$ cat src/sv/assert_macros.svh
// Assertion macros for the controller RTL.
// Define ASSERT_OFF to compile every check away; no other dependencies.
`ifndef ASSERT_MACROS_SVH
`define ASSERT_MACROS_SVH

`ifndef ASSERT_OFF

// Same-cycle implication, checked outside reset.
`define ASSERT_IMPLY(label, clk, rst, ante, cons) \
   label: assert property (@(posedge clk) disable iff (rst) (ante) |-> (cons)) \
      else $error("assertion failed");

// Next-cycle implication, checked outside reset.
`define ASSERT_NEXT(label, clk, rst, ante, cons) \
   label: assert property (@(posedge clk) disable iff (rst) (ante) |=> (cons)) \
      else $error("assertion failed");

`else

`define ASSERT_IMPLY(label, clk, rst, ante, cons)
`define ASSERT_NEXT(label, clk, rst, ante, cons)

`endif

`endif

$ cat src/sv/gphc_pkg.sv
// Types, constants and the arctangent table of the pose heading controller.
// No dependencies; the prep, cell, finish and top modules refer to it by scoped names.
`timescale 1ns / 1ps

package gphc_pkg;

   localparam int XW        = 34;   // CORDIC x/y datapath width
   localparam int ZW        = 33;   // angle accumulator width (16 fraction bits)
   localparam int ATAN_LEN  = 24;
   localparam int XY_SHIFT  = 14;
   localparam int ANG_FRAC  = 16;

   localparam logic signed [ZW-1:0] QUARTER_Z = 33'sd589824000;   // 9000 << 16
   localparam logic signed [ZW-1:0] ROUND_Z   = 33'sd32768;

   localparam logic signed [17:0] WRAP_HI2  = 18'sd54000;
   localparam logic signed [17:0] WRAP_HI1  = 18'sd18000;
   localparam logic signed [17:0] WRAP_LO1  = -18'sd18000;
   localparam logic signed [17:0] WRAP_LO2  = -18'sd54000;
   localparam logic signed [17:0] FULL_TURN = 18'sd36000;
   localparam logic signed [17:0] TWO_TURNS = 18'sd72000;

   typedef enum logic [1:0] {
      REG_WALK_STEP    = 2'd0,
      REG_STOP_DIST    = 2'd1,
      REG_HEADING_TOL  = 2'd2,
      REG_TURN_LIMIT   = 2'd3
   } reg_index_type;

   typedef struct packed {
      logic [9:0]  walk_step;
      logic [29:0] stop_sq;
      logic [15:0] heading_tol;
      logic [14:0] turn_limit;
   } cfg_type;

   // Sideband that rides along the CORDIC chain with each pose
   typedef struct packed {
      logic               walk;
      logic               tol_miss;
      logic signed [15:0] self_heading;
      logic signed [15:0] target_heading;
   } side_type;

   // atan(2^-i) in 0.01 deg with 16 fraction bits
   function automatic logic signed [ZW-1:0] atan_entry(input int idx);
      logic signed [ZW-1:0] val;
      case (idx)
         0:       val = 33'sd294912000;
         1:       val = 33'sd174096719;
         2:       val = 33'sd91987925;
         3:       val = 33'sd46694507;
         4:       val = 33'sd23437865;
         5:       val = 33'sd11730358;
         6:       val = 33'sd5866610;
         7:       val = 33'sd2933484;
         8:       val = 33'sd1466765;
         9:       val = 33'sd733385;
         10:      val = 33'sd366693;
         11:      val = 33'sd183346;
         12:      val = 33'sd91673;
         13:      val = 33'sd45837;
         14:      val = 33'sd22918;
         15:      val = 33'sd11459;
         16:      val = 33'sd5730;
         17:      val = 33'sd2865;
         18:      val = 33'sd1432;
         19:      val = 33'sd716;
         20:      val = 33'sd358;
         21:      val = 33'sd179;
         22:      val = 33'sd90;
         23:      val = 33'sd45;
         default: val = '0;
      endcase
      return val;
   endfunction

endpackage

$ cat src/sv/gphc_cell.sv
// One CORDIC vectoring cell: a fixed shift and arctangent, one rotation
// per cycle on advance, registered for the next cell. Depends on gphc_pkg.
`timescale 1ns / 1ps

module gphc_cell #(
   parameter int SHIFT = 0
) (
   input  logic                           clock,
   input  logic                           reset,
   input  logic                           advance,
   input  logic                           valid_i,
   input  logic signed [gphc_pkg::XW-1:0] x_i,
   input  logic signed [gphc_pkg::XW-1:0] y_i,
   input  logic signed [gphc_pkg::ZW-1:0] z_i,
   input  gphc_pkg::side_type             side_i,
   output logic                           valid_o,
   output logic signed [gphc_pkg::XW-1:0] x_o,
   output logic signed [gphc_pkg::XW-1:0] y_o,
   output logic signed [gphc_pkg::ZW-1:0] z_o,
   output gphc_pkg::side_type             side_o
);

   localparam logic signed [gphc_pkg::ZW-1:0] ANGLE = gphc_pkg::atan_entry(SHIFT);

   logic                           valid_ff;
   logic signed [gphc_pkg::XW-1:0] x_ff, x_in, y_ff, y_in, xs, ys;
   logic signed [gphc_pkg::ZW-1:0] z_ff, z_in;
   gphc_pkg::side_type             side_ff;

   always_comb begin
      xs = x_i >>> SHIFT;
      ys = y_i >>> SHIFT;
      // y at or above zero: rotate clockwise
      if (!y_i[gphc_pkg::XW-1]) begin
         x_in = x_i + ys;
         y_in = y_i - xs;
         z_in = z_i + ANGLE;
      end else begin
         x_in = x_i - ys;
         y_in = y_i + xs;
         z_in = z_i - ANGLE;
      end
   end

   always_ff @(posedge clock) begin
      if (reset) begin
         valid_ff <= 1'b0;
      end else if (advance) begin
         valid_ff <= valid_i;
      end
   end

   always_ff @(posedge clock) begin
      if (advance) begin
         x_ff    <= x_in;
         y_ff    <= y_in;
         z_ff    <= z_in;
         side_ff <= side_i;
      end
   end

   assign valid_o = valid_ff;
   assign x_o     = x_ff;
   assign y_o     = y_ff;
   assign z_o     = z_ff;
   assign side_o  = side_ff;

endmodule

$ cat config.mk
export PLATFORM = sky130hd
export DESIGN_NAME = gphc_cell
export DESIGN_NICKNAME = d
export VERILOG_FILES = /design/src/sv/assert_macros.svh /design/src/sv/gphc_pkg.sv /design/src/sv/gphc_cell.sv
export SDC_FILE = /design/constraint.sdc
export NUM_CORES = 1
export LEC_CHECK = 0
export ABC_AREA = 1
export BUFFER_PORTS_ARGS = -buffer_cell sky130_fd_sc_hd__buf_2
export CAP_MARGIN = 10
export CORE_ASPECT_RATIO = 1.25
export CORE_MARGIN = 2
export CORE_UTILIZATION = 51
export DETAILED_ROUTE_END_ITERATION = 16
export PLACE_DENSITY = 0.79
export SYNTH_ARGS = -nofsm -noshare
export SYNTH_HDL_FRONTEND = slang
export SYNTH_SLANG_ARGS = --single-unit
$ cat constraint.sdc
create_clock -name clock -period 3.1 [get_ports clock]
set_clock_uncertainty 0.2 [all_clocks]
set_input_delay 0.62 -clock clock [delete_from_list [all_inputs] [get_ports clock]]
set_output_delay 0.62 -clock clock [all_outputs]
set_load 0.02 [all_outputs]
==> impl_metrics.py <==
metrics = {
    "critical_path": {
        "setup.worst_path.start": "x_i[12]",
        "start_kind": "primary input",
        "regToRegStartpoint": "valid_o$_SDFFE_PP0P_",
        "worstPathMaxFanout": 9,
        "cp.arrival_ns": 2.76,
        "r2r_end": "valid_o$_SDFFE_PP0P_",
        "endpoint_kind": "register",
        "ff2ff_path_depth": 2,
        "worstSetupEndpoint": "x_o[29]$_DFFE_PP_",
        "path_class": "primary input to register",
        "r2r_slack_ns": 2.32,
        "crit_required_ns": 3.09,
    },
    "floorplan": {
        "ioPinCount": 275,
        "die-area_sq_um": 24960,
        "start_util_pct": 51.46,
        "rows": 63,
        "dieHeight_microns": 176.1,
        "coreArea_sq_um": 23490,
        "die_x_microns": 141.7,
    },
    "route": {
        "route.detailed.drc": 0,
        "routedWlPerCell_microns": 18.88,
        "vias": 12460,
        "finalWirelength_microns": 42160,
        "firstDrtPassIters": 6,
        "drt_iter0_markers": 980,
        "vias_per_cell": 5.580,
        "antenna_left": 0,
    },
    "synthesis": {
        "syn_inst": 1624,
        "seq_area_frac_synth_pct": 33.45,
        "ys.flop_type": "edfxtp_1",
        "synth_area_sq_um": 12090,
        "synth_area_per_cell_sq_um": 7.444,
        "ys_warn_count": 0,
        "synth_enable_flop_cells": 134,
        "synth_cell_types": 50,
        "ys_ff_latch": 135,
        "async_reset_ff_share_pct": 0,
        "synth_nets": 1879,
    },
    "hold_path": {
        "hold_path_depth": 2,
        "hold_path_class": "primary input to register",
    },
    "cells_and_area": {
        "fillCellCount": 2158,
        "nets": 2182,
        "area_growth_pct": 20.47,
        "final_cell_mix": "404 x nand2_1, 273 x buf_2, 203 x inv_1",
        "final_common_cell": "nand2_1",
        "postLayoutCoreUtil_pct": 62.00,
        "drive_above_1_share_pct": 22.78,
    },
    "clocking": {
        "cts_setup_buffers": 0,
        "clockRootBuffer": "clkbuf_16",
        "hold_buffers": 0,
        "clock_latency_ns": 0.42,
        "cts.clk_slew.worst_paths_ns": 0.07,
        "ctsResizeCount": 0,
        "cts_sinks": 135,
        "numCtsBuffers": 17,
        "htreeDepth": 4,
        "clock_path_buffers": 2,
        "cts_tree": "yes",
    },
    "pwr": {
        "power_per_cell_area_nw_per_um2": 476.3,
        "leakagePower_nw": 7.296,
        "clock_power_share_pct": 30.9,
        "seqPwrFrac_pct": 33.9,
        "cell_internal_pwr_mw": 4.375,
        "p_switching_mw": 2.561,
        "swShare_pct": 36.92,
        "comb_power_share_pct": 35.2,
        "power_mw": 6.937,
        "ir_drop_mv": 0.3706,
    },
    "placed_design": {
        "gp_congestion": 1.049,
        "port_buffers": 274,
        "dpl.hpwl_microns": 34310,
    },
    "sta": {
        "clock.fmax_mhz": 360.7,
        "setup_viol": 0,
        "final.period_utilization_pct": 89.43,
        "tns_ns": 0,
        "worst_slew_pin_slew_ns": 0.8404,
        "report.final.slew_viol_count": 0,
        "rsz0062_at_grt": "no",
        "maxSlewHeadroom_pct": 43.97,
        "period_minus_slack_ns": 2.772,
        "final-hold-violation-count": 0,
    },
    "run_status": {
        "run_status": "completed",
    },
    "global_route": {
        "use_met3_pct": 5.831,
        "grt_util_met2_pct": 57.95,
        "antenna_found_initial": 1,
        "use_met1_pct": 39.26,
        "grt_max_degree": 72,
        "grtUsageTotal_pct": 33.76,
        "busiest_layer": "met2",
        "grt_pass1_wl_microns": 64540,
        "first_global_vias": 12370,
        "overflow": 0,
    },
    "flow_run": {
        "maxCapViolations": 0,
    },
}
power by group through the flow:
stage / sequential (mW) / combinational, mW / clock (mW)
after floorplan: 2.67 / 1.25 / 0
after global placement: 2.39 / 2.36 / 0
after detailed placement: 2.39 / 2.38 / 0
after CTS: 2.35 / 2.40 / 2.19
after global routing: 2.37 / 2.66 / 2.24
final: 2.35 / 2.44 / 2.14
cells in the mapped netlist, types with 5 or more instances:
| cell type | number | area [sq um] |
|---|---|---|
| a21o_1 | 15 | 112.6 |
| buf_4 | 20 | 150.1 |
| and2_1 | 5 | 31.28 |
| buf_6 | 8 | 90.09 |
| nor3_1 | 13 | 65.06 |
| ha_1 | 112 | 1401 |
| a21oi_2 | 9 | 78.83 |
| inv_2 | 15 | 56.30 |
| nand3_1 | 143 | 715.7 |
| nand2_2 | 17 | 106.4 |
| edfxtp_1 | 134 | 4024 |
| nor2_1 | 141 | 529.3 |
| inv_1 | 203 | 762.0 |
| nand4_1 | 11 | 68.82 |
| o21ai_1 | 17 | 85.08 |
| buf_2 | 7 | 35.03 |
| o21bai_1 | 13 | 97.59 |
| nand2_1 | 404 | 1516 |
| xor2_1 | 35 | 306.5 |
| nor2_2 | 10 | 62.56 |
| a21oi_1 | 134 | 670.6 |
| clkbuf_1 | 6 | 22.52 |
| o21ai_0 | 84 | 420.4 |
logic make-up after synthesis:
| family | synth area share (%) |
|---|---|
| compound gates | 14.24 |
| xor+xnor | 2.825 |
| fa+ha+maj | 12.25 |
| buf+inv | 9.387 |
| flops | 33.45 |
| mux | 0.1656 |
| simple gates | 27.68 |
how the worst min path moves through the flow:
stage	to	startpoint	slack [ns]
finish	valid_o$_SDFFE_PP0P_	reset	0.14
global route	valid_o$_SDFFE_PP0P_	reset	0.13
CTS	valid_o$_SDFFE_PP0P_	reset	0.13
detailed placement	valid_o$_SDFFE_PP0P_	valid_o$_SDFFE_PP0P_	0.28
global placement	valid_o$_SDFFE_PP0P_	valid_o$_SDFFE_PP0P_	0.27
floorplan	valid_o$_SDFFE_PP0P_	valid_o$_SDFFE_PP0P_	0.38
sequential cells by signal (all words and copies together), names as in the netlist:
register and count:
side_o 34, x_o 34, y_o 33, z_o 33, valid_o 1
worst max-delay path: stages:
cell and delay, ns:
buf_2 0.11, inv_1 0.04, ha_1 0.58, nand2_4 0.12, o21ai_0 0.45, a21oi_1 0.07
o21ai_1 0.25, nand2_1 0.19, nand2_1 0.10, nand2_1 0.06, nand3_1 0.08, nand2_1 0.07
cell type report:
cell class	instances	area [sq um]	area share, %
multi-input combinational	1226	6910	47.45
clock inverter	13	168.9	1.160
timing repair buffer	327	1800	12.36
antenna	1	2.502	0.01718
sequential	135	4044	27.77
inverter	220	829.5	5.696
clock buffer	19	442.9	3.041
tap	292	365.4	2.509
metal layers:
| metal | up-vias | routed length (microns) | share of wire [%] |
|---|---|---|---|
| met5 | - | 0 | 0 |
| met1 | 5737 | 16150 | 38 |
| li1 | 5967 | - | - |
| met3 | 133 | 3245 | 7.7 |
| met4 | 0 | 2531 | 6.0 |
| met2 | 624 | 20230 | 48 |
per-stage QoR:
stage	instance area, sq um	hold WS, ns	cells	worst slack, ns
detailed placement	13950	0.2809	2200	-0.05211
global placement	13950	0.2716	2200	0.007905
finish	14560	0.1428	2233	0.3275
CTS	14560	0.1253	2232	0.4101
global route	14560	0.1298	2233	0.2055
floorplan	12090	0.3788	1624	0.1732
Note: power is estimated with default switching activity, not from simulation.
