--- config.mk ---
export PLATFORM = sky130hd
export DESIGN_NAME = gphc_finish
export DESIGN_NICKNAME = d
export VERILOG_FILES = /design/src/sv/assert_macros.svh /design/src/sv/gphc_pkg.sv /design/src/sv/gphc_finish.sv
export SDC_FILE = /design/constraint.sdc
export NUM_CORES = 1
export LEC_CHECK = 0
export BUFFER_PORTS_ARGS = -buffer_cell sky130_fd_sc_hd__buf_2
export CORE_UTILIZATION = 40
export DETAILED_ROUTE_END_ITERATION = 16
export GPL_TIMING_DRIVEN = 0
export PLACE_DENSITY = 0.7
export SLEW_MARGIN = 20
export SYNTH_ARGS = -nofsm -noshare
export SYNTH_HDL_FRONTEND = slang
export SYNTH_SLANG_ARGS = --single-unit
--- constraint.sdc ---
create_clock -name clock -period 3.65 [get_ports clock]
set_input_delay 0 -clock clock [delete_from_list [all_inputs] [get_ports clock]]
set_output_delay 0 -clock clock [all_outputs]
set_load 0.02 [all_outputs]
--- src/sv/assert_macros.svh ---
// Assertion macros for the controller RTL.
// Define ASSERT_OFF to compile every check away; no other dependencies.
`ifndef ASSERT_MACROS_SVH
`define ASSERT_MACROS_SVH

`ifndef ASSERT_OFF

// Same-cycle implication, checked outside reset.
`define ASSERT_IMPLY(label, clk, rst, ante, cons) \
   label: assert property (@(posedge clk) disable iff (rst) (ante) |-> (cons)) \
      else $error("assertion failed");

// Next-cycle implication, checked outside reset.
`define ASSERT_NEXT(label, clk, rst, ante, cons) \
   label: assert property (@(posedge clk) disable iff (rst) (ante) |=> (cons)) \
      else $error("assertion failed");

`else

`define ASSERT_IMPLY(label, clk, rst, ante, cons)
`define ASSERT_NEXT(label, clk, rst, ante, cons)

`endif

`endif

--- src/sv/gphc_pkg.sv ---
// Types, constants and the arctangent table of the pose heading controller.
// No dependencies; the prep, cell, finish and top modules refer to it by scoped names.
`timescale 1ns / 1ps

package gphc_pkg;

   localparam int XW        = 34;   // CORDIC x/y datapath width
   localparam int ZW        = 33;   // angle accumulator width (16 fraction bits)
   localparam int ATAN_LEN  = 24;
   localparam int XY_SHIFT  = 14;
   localparam int ANG_FRAC  = 16;

   localparam logic signed [ZW-1:0] QUARTER_Z = 33'sd589824000;   // 9000 << 16
   localparam logic signed [ZW-1:0] ROUND_Z   = 33'sd32768;

   localparam logic signed [17:0] WRAP_HI2  = 18'sd54000;
   localparam logic signed [17:0] WRAP_HI1  = 18'sd18000;
   localparam logic signed [17:0] WRAP_LO1  = -18'sd18000;
   localparam logic signed [17:0] WRAP_LO2  = -18'sd54000;
   localparam logic signed [17:0] FULL_TURN = 18'sd36000;
   localparam logic signed [17:0] TWO_TURNS = 18'sd72000;

   typedef enum logic [1:0] {
      REG_WALK_STEP    = 2'd0,
      REG_STOP_DIST    = 2'd1,
      REG_HEADING_TOL  = 2'd2,
      REG_TURN_LIMIT   = 2'd3
   } reg_index_type;

   typedef struct packed {
      logic [9:0]  walk_step;
      logic [29:0] stop_sq;
      logic [15:0] heading_tol;
      logic [14:0] turn_limit;
   } cfg_type;

   // Sideband that rides along the CORDIC chain with each pose
   typedef struct packed {
      logic               walk;
      logic               tol_miss;
      logic signed [15:0] self_heading;
      logic signed [15:0] target_heading;
   } side_type;

   // atan(2^-i) in 0.01 deg with 16 fraction bits
   function automatic logic signed [ZW-1:0] atan_entry(input int idx);
      logic signed [ZW-1:0] val;
      case (idx)
         0:       val = 33'sd294912000;
         1:       val = 33'sd174096719;
         2:       val = 33'sd91987925;
         3:       val = 33'sd46694507;
         4:       val = 33'sd23437865;
         5:       val = 33'sd11730358;
         6:       val = 33'sd5866610;
         7:       val = 33'sd2933484;
         8:       val = 33'sd1466765;
         9:       val = 33'sd733385;
         10:      val = 33'sd366693;
         11:      val = 33'sd183346;
         12:      val = 33'sd91673;
         13:      val = 33'sd45837;
         14:      val = 33'sd22918;
         15:      val = 33'sd11459;
         16:      val = 33'sd5730;
         17:      val = 33'sd2865;
         18:      val = 33'sd1432;
         19:      val = 33'sd716;
         20:      val = 33'sd358;
         21:      val = 33'sd179;
         22:      val = 33'sd90;
         23:      val = 33'sd45;
         default: val = '0;
      endcase
      return val;
   endfunction

endpackage

--- src/sv/gphc_finish.sv ---
// Back end: azimuth rounding, heading error, wrap, clamp and the response
// register. Depends on gphc_pkg.
`timescale 1ns / 1ps

module gphc_finish (
   input  logic                           clock,
   input  logic                           reset,
   input  logic                           advance,
   input  gphc_pkg::cfg_type              cfg,
   input  logic                           valid_i,
   input  logic signed [gphc_pkg::ZW-1:0] z_i,
   input  gphc_pkg::side_type             side_i,
   output logic                           valid_o,
   output logic                           action_o,
   output logic [9:0]                     step_o,
   output logic signed [15:0]             turn_o
);

   logic                           v1_ff, v2_ff, out_valid_ff;
   logic                           walk1_ff, tol1_ff, walk2_ff, tol2_ff;
   logic signed [17:0]             d_ff, d_in;
   logic signed [15:0]             w_ff, w_in;
   logic                           action_ff, action_in;
   logic [9:0]                     step_ff, step_in;
   logic signed [15:0]             turn_ff, turn_in;

   logic signed [gphc_pkg::ZW-1:0] z_round;
   logic signed [16:0]             az;
   logic signed [17:0]             sh_e, th_e, wrapped;
   logic signed [16:0]             lim_s, w_e;

   always_comb begin
      z_round = z_i + gphc_pkg::ROUND_Z;
      az      = z_round[gphc_pkg::ZW-1:gphc_pkg::ANG_FRAC];
      sh_e    = 18'(side_i.self_heading);
      th_e    = 18'(side_i.target_heading);
      d_in    = side_i.walk ? (18'(az) - sh_e) : (th_e - sh_e);

      // bring the error into (-18000, 18000]
      if (d_ff > gphc_pkg::WRAP_HI2) begin
         wrapped = d_ff - gphc_pkg::TWO_TURNS;
      end else if (d_ff > gphc_pkg::WRAP_HI1) begin
         wrapped = d_ff - gphc_pkg::FULL_TURN;
      end else if (d_ff > gphc_pkg::WRAP_LO1) begin
         wrapped = d_ff;
      end else if (d_ff > gphc_pkg::WRAP_LO2) begin
         wrapped = d_ff + gphc_pkg::FULL_TURN;
      end else begin
         wrapped = d_ff + gphc_pkg::TWO_TURNS;
      end
      w_in = wrapped[15:0];

      lim_s     = signed'({2'b00, cfg.turn_limit});
      w_e       = 17'(w_ff);
      action_in = !walk2_ff && !tol2_ff;
      step_in   = walk2_ff ? cfg.walk_step : '0;
      if (action_in) begin
         turn_in = '0;
      end else if (w_e > lim_s) begin
         turn_in = lim_s[15:0];
      end else if (w_e < -lim_s) begin
         turn_in = 16'(-lim_s);
      end else begin
         turn_in = w_ff;
      end
   end

   always_ff @(posedge clock) begin
      if (reset) begin
         v1_ff        <= 1'b0;
         v2_ff        <= 1'b0;
         out_valid_ff <= 1'b0;
      end else if (advance) begin
         v1_ff        <= valid_i;
         v2_ff        <= v1_ff;
         out_valid_ff <= v2_ff;
      end
   end

   always_ff @(posedge clock) begin
      if (advance) begin
         d_ff      <= d_in;
         walk1_ff  <= side_i.walk;
         tol1_ff   <= side_i.tol_miss;
         w_ff      <= w_in;
         walk2_ff  <= walk1_ff;
         tol2_ff   <= tol1_ff;
         action_ff <= action_in;
         step_ff   <= step_in;
         turn_ff   <= turn_in;
      end
   end

   assign valid_o  = out_valid_ff;
   assign action_o = action_ff;
   assign step_o   = step_ff;
   assign turn_o   = turn_ff;

endmodule

==> impl_metrics.csv <==
group,metric,value,unit
logic_synthesis,syn_area,6730,um^2
worst_setup_path,rr_startpoint,"d_ff[6]",
worst_setup_path,start_kind,"input port",
run,maxCapViolations,0,
cells_and_area,area_delta_synth_final,20.0,%
floorplanning,io_pins,170,
sta,fin_hold_ws,0.124,ns
worst_setup_path,ff2ff_setup_slack,0.55,ns
global_route,grt_max_degree,36,
power,vdd_ir_drop_max,0.000259,V
sta,slew_violations,0,
placement,dp.cells,1090,
detailed_routing,dr.pass1.iters,6,
logic_synthesis,ys_types,79,
power,power.leakage,3.48,nW
global_route,grt_pass1_vias,5804,
logic_synthesis,synth_area_per_cell,8.84,um^2
outcome,status,"finished clean",
power,total_power,3.54,mW
sta,maxSlewHeadroom,57.3,%
global_route,overflow,0,
min_path,hold_path_depth,3,
min_path,hp-start,"cfg[0]",
logic_synthesis,synth_top_area_share,29.0,%
cells_and_area,nFillCells,1560,
placement,io_buffers,108,
worst_setup_path,worstRegToRegCells,11,
logic_synthesis,synth_edf_count,65,
sta,min_period,3.40,ns
detailed_routing,first_iter_violations,361,
cells_and_area,final_cell_mix,"114 x buf_2, 73 x ha_1, 72 x nor2_1",
worst_setup_path,crit_fanout,10,
logic_synthesis,synth_ff_type,"edfxtp_1",
logic_synthesis,synthesis.instances,761,
sta,clock.fmax,294,MHz
placement,gp_congestion,0.875,
logic_synthesis,yosysWarnings,0,
worst_setup_path,arrival,3.45,ns
clocking,clockBufferDepth,2,
global_route,antenna_found_initial,0,
detailed_routing,drt_wl_total,16200,um
sta,finalSetupViolations,0,
floorplanning,initial_core_util,40.7,%
cells_and_area,stdcell_count,1123,
detailed_routing,ant_nets,0,
cells_and_area,stdcell_area,8080,um^2
logic_synthesis,synth.area.top_cells,"edfxtp_1 29%, ha_1 14%, xnor2_1 6.4%",
worst_setup_path,crit_slowest_cell,"a2111oi_1",
worst_setup_path,crit_path_end_kind,"flip-flop",
detailed_routing,routedWlPerCell,14.4,um
clocking,cts_made_buffers,9,
cells_and_area,drive_gt1_share,18.6,%
cells_and_area,final_common_cell,"buf_2",
floorplanning,fp.dieW,132,um
logic_synthesis,yosysTopAreaCell,"edfxtp_1",
sta,finalHoldViolCount,0,
cells_and_area,antenna_cells,0,
placement,dpl-instance-area,7570,um^2
detailed_routing,drc,0,
logic_synthesis,seq_area_frac_synth,29.9,%
cells_and_area,seq_area,2010,um^2
worst_setup_path,critPathRequiredTime,3.70,ns
floorplanning,core.rowCount,47,
global_route,track_usage,18.9,%
min_path,hold_end,"turn_o[0]",
sta,worst_slack,0.246,ns
sta,fin_crit_sh,93.3,%
detailed_routing,vias_per_cell,5.34,
floorplanning,core_area,16500,um^2
sta,rsz0062_at_grt,"no",
clocking,cts_max_level,3,
cells_and_area,multi_input_area,4380,um^2
placement,dp_hpwl,13100,um
power,powerDensity,439,nW/um^2
clocking,clockRootBuffer,"clkbuf_16",
clocking,cts_sinks,68,
detailed_routing,vias,5999,
floorplanning,dieHeight,132,um
cells_and_area,nNetsFinal,1115,
clocking,tritoncts,"done",
worst_setup_path,timing.critical_path.cells,"buf_2 > inv_1 > ha_1 > nor3b_4 > and2_1 > nand3_1 > nor3b_4 > and4_1 > ha_1 > inv_1 > a2111oi_1 > o21ai_1 > o22ai_4 > buf_4 > mux2i_1 > o22ai_1 > nor2b_1",
min_path,hp-class,"input port to flip-flop",
logic_synthesis,synth_nets,978,
sta,worstMarginPinSlew,0.640,ns
placement,pre_cts_slack,-0.515,ns
worst_setup_path,critPathMaxStageDelay,0.35,ns
global_route,grt_pass1_wl,26900,um
sta,fin_skew,0.0113,ns
clocking,clk_latency,0.33,ns
clocking,clk_pin_slew,0.05,ns
logic_synthesis,async_reset_ff_share,0,%
floorplanning,die_area,17300,um^2
worst_setup_path,r2r_end,"w_ff[15]",
logic_synthesis,ys_ff_latch,68,
worst_setup_path,criticalPathCategory,"input port to flip-flop",
-- worst max-delay path: cells and delay by family --
kind | cells | cell delay (ns)
and+or+nand+nor | 6 | 1.42
AOI/OAI and AO/OA | 4 | 0.87
buffers and inverters | 4 | 0.51
adders and majority gates | 2 | 0.43
muxes | 1 | 0.21
-- cells in the mapped netlist, drive strengths merged (8+ instances only) --
master,count
xnor2,49
nor3,15
o22ai,12
and2,16
nand4,9
and3,10
o211ai,8
nor2b,13
nor2,74
xor2,9
ha,73
nand3,24
a21o,13
mux2i,21
o21a,16
buf,12
edfxtp,65
inv,61
or3,8
nand2b,11
nand2,43
o21ai,39
clkbuf,15
a211oi,15
a21oi,53
-- per-layer routing --
metal	vias up	part of all wire, %	GRT usage, %
met5	-	0	0
met4	0	2.5	7.56
met3	21	4.4	2.66
met2	189	48	33.0
met1	2716	45	23.5
li1	3073	-	-
-- cell families (layout without fill, tap and decap cells) --
| family | Yosys count | in the layout | share of synthesized area, % |
|---|---|---|---|
| compound gates | 208 | 208 | 21.3 |
| xor+xnor | 58 | 58 | 7.55 |
| fa+ha+maj | 75 | 75 | 14.2 |
| buf+inv | 88 | 230 | 5.26 |
| flops | 68 | 68 | 29.9 |
| mux | 23 | 23 | 3.46 |
| simple gates | 241 | 241 | 18.4 |
-- through the flow --
step | utilization (%) | TNS, ns
2_1_floorplan | - | 0
3_3_place_gp | 45.7 | -4.41
3_5_place_dp | 45.8 | -5.75
4_1_cts | 48.8 | 0
5_1_grt | 48.9 | 0
6_report | 48.9 | 0
-- worst max-delay path by stage --
stage          startpoint        end  cells after the start
6_report           cfg[1]  turn_o[4]                     17
5_1_grt            cfg[1]  turn_o[4]                     18
4_1_cts            cfg[1]  turn_o[4]                     18
3_5_place_dp       cfg[1]  turn_o[4]                     18
3_3_place_gp       cfg[1]  turn_o[4]                     17
2_1_floorplan      cfg[1]  turn_o[4]                     16
-- area by class of cell --
class | instances | share of cell area, %
multi-input cells | 605 | 54.2
repair buffers | 126 | 8.98
clock inverters | 4 | 0.898
well taps | 220 | 3.41
inverters | 61 | 2.83
plain buffers | 27 | 1.55
flip-flops and latches | 68 | 24.9
clock buffers | 12 | 3.18
-- state kept, by name, summed over array words and instances, names as in the netlist --
signal	cells
action_o	1
d_ff	18
step_o	10
tol1_ff	1
tol2_ff	1
turn_o	16
v1_ff	1
v2_ff	1
valid_o	1
w_ff	16
walk1_ff	1
walk2_ff	1
-- power by group --
group	switching [mW]	total (mW)	leakage (nW)	internal (mW)
combinational	0.852	1.49	2.65	0.634
clock	0.313	0.947	0.159	0.634
sequential	0.0792	1.11	0.668	1.03
total	1.24	3.54	3.48	2.30
-- what timing repair did --
item,4_1_cts,5_1_grt
hold buffers,14,0
hold endpoints to repair,15,0
resized for setup,1,3
pin swaps,1,0
endpoints found under the setup margin,10,15
buffers inserted,2,1
cloned,0,0
Power figures use the tool's default switching activity.
