**config.mk**
```make
export PLATFORM = sky130hd
export DESIGN_NAME = gphc_prep
export DESIGN_NICKNAME = d
export VERILOG_FILES = /design/src/sv/assert_macros.svh /design/src/sv/gphc_pkg.sv /design/src/sv/gphc_prep.sv
export SDC_FILE = /design/constraint.sdc
export NUM_CORES = 2
export LEC_CHECK = 0
export ABC_AREA = 1
export BUFFER_PORTS_ARGS = -buffer_cell sky130_fd_sc_hd__buf_4
export CAP_MARGIN = 10
export CORE_MARGIN = 2
export CORE_UTILIZATION = 32
export DETAILED_ROUTE_END_ITERATION = 8
export SYNTH_ARGS = -nofsm -noshare
export SYNTH_HDL_FRONTEND = slang
export SYNTH_SLANG_ARGS = --single-unit
```
**constraint.sdc**
```tcl
create_clock -name clock -period 11.5 [get_ports clock]
set_clock_uncertainty 0.05 [all_clocks]
set_input_delay 2.875 -clock clock [delete_from_list [all_inputs] [get_ports clock]]
set_output_delay 2.875 -clock clock [all_outputs]
set_load 0.05 [all_outputs]
```
**src/sv/assert_macros.svh**
```systemverilog
// Assertion macros for the controller RTL.
// Define ASSERT_OFF to compile every check away; no other dependencies.
`ifndef ASSERT_MACROS_SVH
`define ASSERT_MACROS_SVH

`ifndef ASSERT_OFF

// Same-cycle implication, checked outside reset.
`define ASSERT_IMPLY(label, clk, rst, ante, cons) \
   label: assert property (@(posedge clk) disable iff (rst) (ante) |-> (cons)) \
      else $error("assertion failed");

// Next-cycle implication, checked outside reset.
`define ASSERT_NEXT(label, clk, rst, ante, cons) \
   label: assert property (@(posedge clk) disable iff (rst) (ante) |=> (cons)) \
      else $error("assertion failed");

`else

`define ASSERT_IMPLY(label, clk, rst, ante, cons)
`define ASSERT_NEXT(label, clk, rst, ante, cons)

`endif

`endif

```
**src/sv/gphc_pkg.sv**
```systemverilog
// Types, constants and the arctangent table of the pose heading controller.
// No dependencies; the prep, cell, finish and top modules refer to it by scoped names.
`timescale 1ns / 1ps

package gphc_pkg;

   localparam int XW        = 34;   // CORDIC x/y datapath width
   localparam int ZW        = 33;   // angle accumulator width (16 fraction bits)
   localparam int ATAN_LEN  = 24;
   localparam int XY_SHIFT  = 14;
   localparam int ANG_FRAC  = 16;

   localparam logic signed [ZW-1:0] QUARTER_Z = 33'sd589824000;   // 9000 << 16
   localparam logic signed [ZW-1:0] ROUND_Z   = 33'sd32768;

   localparam logic signed [17:0] WRAP_HI2  = 18'sd54000;
   localparam logic signed [17:0] WRAP_HI1  = 18'sd18000;
   localparam logic signed [17:0] WRAP_LO1  = -18'sd18000;
   localparam logic signed [17:0] WRAP_LO2  = -18'sd54000;
   localparam logic signed [17:0] FULL_TURN = 18'sd36000;
   localparam logic signed [17:0] TWO_TURNS = 18'sd72000;

   typedef enum logic [1:0] {
      REG_WALK_STEP    = 2'd0,
      REG_STOP_DIST    = 2'd1,
      REG_HEADING_TOL  = 2'd2,
      REG_TURN_LIMIT   = 2'd3
   } reg_index_type;

   typedef struct packed {
      logic [9:0]  walk_step;
      logic [29:0] stop_sq;
      logic [15:0] heading_tol;
      logic [14:0] turn_limit;
   } cfg_type;

   // Sideband that rides along the CORDIC chain with each pose
   typedef struct packed {
      logic               walk;
      logic               tol_miss;
      logic signed [15:0] self_heading;
      logic signed [15:0] target_heading;
   } side_type;

   // atan(2^-i) in 0.01 deg with 16 fraction bits
   function automatic logic signed [ZW-1:0] atan_entry(input int idx);
      logic signed [ZW-1:0] val;
      case (idx)
         0:       val = 33'sd294912000;
         1:       val = 33'sd174096719;
         2:       val = 33'sd91987925;
         3:       val = 33'sd46694507;
         4:       val = 33'sd23437865;
         5:       val = 33'sd11730358;
         6:       val = 33'sd5866610;
         7:       val = 33'sd2933484;
         8:       val = 33'sd1466765;
         9:       val = 33'sd733385;
         10:      val = 33'sd366693;
         11:      val = 33'sd183346;
         12:      val = 33'sd91673;
         13:      val = 33'sd45837;
         14:      val = 33'sd22918;
         15:      val = 33'sd11459;
         16:      val = 33'sd5730;
         17:      val = 33'sd2865;
         18:      val = 33'sd1432;
         19:      val = 33'sd716;
         20:      val = 33'sd358;
         21:      val = 33'sd179;
         22:      val = 33'sd90;
         23:      val = 33'sd45;
         default: val = '0;
      endcase
      return val;
   endfunction

endpackage

```
**src/sv/gphc_prep.sv**
```systemverilog
// Front end: pose differences, distance test, tolerance test and quadrant
// pre-rotation ahead of the CORDIC chain. Depends on gphc_pkg.
`timescale 1ns / 1ps

module gphc_prep (
   input  logic                           clock,
   input  logic                           reset,
   input  logic                           advance,
   input  gphc_pkg::cfg_type              cfg,
   input  logic                           valid_i,
   input  logic signed [15:0]             self_x,
   input  logic signed [15:0]             self_y,
   input  logic signed [15:0]             self_heading,
   input  logic signed [15:0]             target_x,
   input  logic signed [15:0]             target_y,
   input  logic signed [15:0]             target_heading,
   output logic                           valid_o,
   output logic signed [17:0]             x_o,
   output logic signed [17:0]             y_o,
   output logic signed [gphc_pkg::ZW-1:0] z_o,
   output gphc_pkg::side_type             side_o
);

   // stage 1: differences
   logic                    v1_ff;
   logic signed [16:0]      dx_ff, dy_ff, diff_ff;
   logic signed [15:0]      sh1_ff, th1_ff;
   // stage 2: squares, tolerance, pre-rotation
   logic                    v2_ff, v2_in;
   logic [31:0]             sqx_ff, sqy_ff;
   logic                    tol2_ff, tol2_in;
   logic signed [17:0]      x2_ff, y2_ff, x2_in, y2_in;
   logic signed [gphc_pkg::ZW-1:0] z2_ff, z2_in;
   logic signed [15:0]      sh2_ff, th2_ff;
   // stage 3: distance compare
   logic                    v3_ff;
   logic signed [17:0]      x3_ff, y3_ff;
   logic signed [gphc_pkg::ZW-1:0] z3_ff;
   gphc_pkg::side_type      side3_ff, side3_in;

   logic signed [17:0]      dx_e, dy_e;
   logic signed [33:0]      sqx_full, sqy_full;
   logic [16:0]             diff_abs;
   logic [32:0]             dist2;

   always_ff @(posedge clock) begin
      if (reset) begin
         v1_ff <= 1'b0;
         v2_ff <= 1'b0;
         v3_ff <= 1'b0;
      end else if (advance) begin
         v1_ff <= valid_i;
         v2_ff <= v2_in;
         v3_ff <= v2_ff;
      end
   end

   always_ff @(posedge clock) begin
      if (advance) begin
         dx_ff   <= 17'(target_x) - 17'(self_x);
         dy_ff   <= 17'(target_y) - 17'(self_y);
         diff_ff <= 17'(self_heading) - 17'(target_heading);
         sh1_ff  <= self_heading;
         th1_ff  <= target_heading;

         sqx_ff  <= sqx_full[31:0];
         sqy_ff  <= sqy_full[31:0];
         tol2_ff <= tol2_in;
         x2_ff   <= x2_in;
         y2_ff   <= y2_in;
         z2_ff   <= z2_in;
         sh2_ff  <= sh1_ff;
         th2_ff  <= th1_ff;

         x3_ff    <= x2_ff;
         y3_ff    <= y2_ff;
         z3_ff    <= z2_ff;
         side3_ff <= side3_in;
      end
   end

   always_comb begin
      v2_in    = v1_ff;
      dx_e     = 18'(dx_ff);
      dy_e     = 18'(dy_ff);
      sqx_full = 34'(dx_ff) * 34'(dx_ff);
      sqy_full = 34'(dy_ff) * 34'(dy_ff);
      diff_abs = diff_ff[16] ? 17'(-diff_ff) : 17'(diff_ff);
      tol2_in  = diff_abs > {1'b0, cfg.heading_tol};

      // rotate into the right half plane
      if (dx_ff[16]) begin
         if (!dy_ff[16]) begin
            x2_in = dy_e;
            y2_in = -dx_e;
            z2_in = gphc_pkg::QUARTER_Z;
         end else begin
            x2_in = -dy_e;
            y2_in = dx_e;
            z2_in = -gphc_pkg::QUARTER_Z;
         end
      end else begin
         x2_in = dx_e;
         y2_in = dy_e;
         z2_in = '0;
      end

      dist2                   = {1'b0, sqx_ff} + {1'b0, sqy_ff};
      side3_in.walk           = dist2 > {3'b000, cfg.stop_sq};
      side3_in.tol_miss       = tol2_ff;
      side3_in.self_heading   = sh2_ff;
      side3_in.target_heading = th2_ff;
   end

   assign valid_o = v3_ff;
   assign x_o     = x3_ff;
   assign y_o     = y3_ff;
   assign z_o     = z3_ff;
   assign side_o  = side3_ff;

endmodule

```
==> impl_results.md <==
* Status: finished clean
* CTS root buf: clkbuf_16
* Worst-Skew Late Latency at a little under 0.6 ns
* First-pass GRT wire length at roughly 130 mm
* Final Hold Vio Count at 0
* Hold path start: th1_ff[5]
* Yosys top cell area share at between 20% and 30%
* Period utilisation layout at about three fifths
* Synth Flop Type: edfxtp_1
* Hold endpoint: th2_ff[5]
* Yosys cell types at 58
* GP Congestion at ~0.87
* Resized Gates After CTS at 0
* Final #Nets at a little under 5k
* Initial antenna violation count at 1
* Initial DRC Count at 1,330
* Average cell area after synthesis at 9.48 um2
* Synth Register Bits at around 290
* Area growth syn-to-layout at 12.7%
* FF-to-FF End: sqy_ff[31]
* Largest net degree at the start of global routing at between 100 and 150
* Worst R2R Path Depth at 20
* Chip width at 333 um
* Crit path required time at roughly 12 ns
* Final Slew Violations at 0
* CORE AREA at about 0.11 mm2
* Clock Path Buffers at 3
* Vias at ~24k
* Mapped Cells at about 3.6k
* Syn. warnings at 0
* Post-layout minimum cycle time at between 6 and 7 ns
* WL/cell at 15.5 um
* Async SR Flop Fraction at 0%
* Synth area leaders: fa_1 (30%), edfxtp_1 (25%), ha_1 (11%)
* H-tree levels at 2
* Slew headroom at between 20 and 25%
* Die area at ~0.11 mm2
* CP Launch Type: flop
* GRT Resource Usage Total at between 15 and 20%
* Global route total overflow at 0
* Actual transition at the worst max-transition pin at roughly 1.2 ns
* Register area share after synthesis at between 20% and 30%
* Drt total wl at about 82 mm
* Clk pin slew, worst setup/hold paths at 0.06 ns
* Hold Crit Class: flop to flop
* Mapped Area at ~0.035 mm2
* TritonCTS clock tree: done
* RSZ-0062 raised after global routing: false
* Setup TNS at 0 ns
* IO Port Bufs at 230
* Reg2Reg Launch Point: dy_ff[8]
* Sink Count at slightly below 300
* Antenna Cells at 0
* CP Capture Type: flop
* # DRC at 0
* Critical Path Fanout Max at 19
* Fmax at around 150 MHz
* Post-route ant nets at 0
* Vias in the first global route at 25.2k
* Share of layout cells above drive strength 1 at approximately a tenth
* Arrival @ worst endpoint at approximately 7.2 ns
* Rows at 120
* EDFF count, synth at 290
* # IOs at roughly 280
* Final setup viols at 0
* Hold Path Stages at 0
* CTS buffer count at 35
* Most common cell after layout, fill and taps aside: inv_1
* WS Path Type: flop to flop
* DP HPWL at between 60 and 70 mm
* # Max-Cap Violations at 0
* Most frequent cells in the layout: inv_1 (999), nand2_1 (593), fa_1 (514), ha_1 (303), edfxtp_1 (290)
* Post-CTS Setup Bufs at 0
* Reg-to-reg setup timing slack at ~4.7 ns
* Drt via density at 4.53
* Die Y at ~330 um
* Yosys top cell by area: fa_1
* Total iterations of the first detailed-routing run at 6
* Starting Density at around a third
* Hold Buf Count CTS at 0
[worst max-delay path, stage by stage, from the launching register on]
cell and delay, ns:
edfxtp_1 1.04, inv_1 0.48, fa_1 0.64, inv_1 0.06
fa_1 0.48, fa_1 0.57, fa_1 0.44, fa_1 0.50
inv_1 0.05, fa_1 0.47, inv_1 0.04, ha_1 0.40
nand2_2 0.11, nor3_2 0.29, nand4_1 0.21, nand3_2 0.19
nand2_1 0.09, o211ai_2 0.11, a21oi_1 0.10, or2_1 0.21
nand2_1 0.07
[metrics by stage]
step	utilization, %	area, um2	worst slack, ns	hold slack [ns]	std cells
2_1_floorplan	-	34600	5.38	0.350	3667
3_3_place_gp	35.3	37800	4.80	0.350	5215
3_5_place_dp	35.3	37800	4.77	0.355	5215
4_1_cts	36.4	39000	4.74	0.336	5278
5_1_grt	36.4	39000	4.46	0.359	5278
6_report	36.4	39000	4.74	0.340	5278
[sequential cells by signal, summed over array words and instances (netlist names), 3 cells and up]
| register | cells |
|---|---|
| dx_ff | 17 |
| th2_ff | 16 |
| z2_ff | 3 |
| x2_ff | 18 |
| diff_ff | 17 |
| dy_ff | 17 |
| sqx_ff | 31 |
| side_o | 34 |
| z_o | 3 |
| sh2_ff | 16 |
| x_o | 18 |
| sqy_ff | 31 |
| th1_ff | 16 |
| y_o | 18 |
| sh1_ff | 16 |
| y2_ff | 18 |
[Yosys cell counts, types with 3 or more instances]
master	instances
a21oi_2	10
or2_2	5
xor2_1	120
o2111ai_1	3
inv_2	10
ha_1	303
nor3_2	7
o21ai_1	12
dfxtp_1	3
a31oi_1	5
buf_2	6
o21bai_1	12
nand2_1	593
nand3_1	37
nand2_2	8
a31o_2	3
o31ai_1	6
nor4_1	12
nand3b_1	4
fa_1	514
o221ai_1	5
clkbuf_1	52
xnor2_1	70
nor2_1	124
buf_4	31
o21ai_0	108
o21ai_2	8
nor3_1	18
buf_1	23
a21oi_1	172
inv_1	999
nand4_1	19
nand3_2	3
o211ai_1	4
edfxtp_1	290
a21o_1	19
[layer usage]
metal | up-vias | GRT usage [%] | share of wire (%) | wire length (um)
met2 | 556 | 25.2 | 47 | 38700
met5 | - | 0 | 0 | 0
met3 | 110 | 2.38 | 5.4 | 4410
met1 | 11800 | 19.9 | 44 | 36300
li1 | 11500 | - | - | -
met4 | 0 | 4.66 | 3.0 | 2440
[kinds of logic (layout without fill, tap and decap cells)]
kind of cell,after synthesis,after routing,share of synthesized area [%]
adders and majority gates,817,817,40.7
other,1,20,0.0108
buffers and inverters,1122,1330,12.6
xor gates and xnor gates,191,191,4.86
and+or+nand+nor,839,839,10.0
muxes,1,1,0.0290
AOI/OAI and AO/OA,384,384,6.45
DFF,293,293,25.4
[worst max path at each step]
stage	startpoint	end	slack (ns)	cells after the start
after CTS	dy_ff[8]	sqy_ff[31]	4.74	20
after floorplan	dy_ff[16]	sqy_ff[31]	5.38	19
after global routing	dx_ff[16]	sqx_ff[29]	4.46	21
after global placement	dy_ff[8]	sqy_ff[31]	4.80	20
final	dy_ff[8]	sqy_ff[31]	4.74	20
after detailed placement	dy_ff[8]	sqy_ff[31]	4.77	20
[final cells by class]
cell class / instances / area, um2
repair buffers: 258 / 1940
flip-flops and latches: 293 / 8770
multi-input cells: 2252 / 21500
inverters: 1009 / 3790
well taps: 1403 / 1760
clock inverters: 23 / 267
clock buffers: 40 / 905
fillers: 10800 / 68100
Power is not shown: default switching activity piles up to over one toggle a cycle in this logic, so the estimate is an artifact.
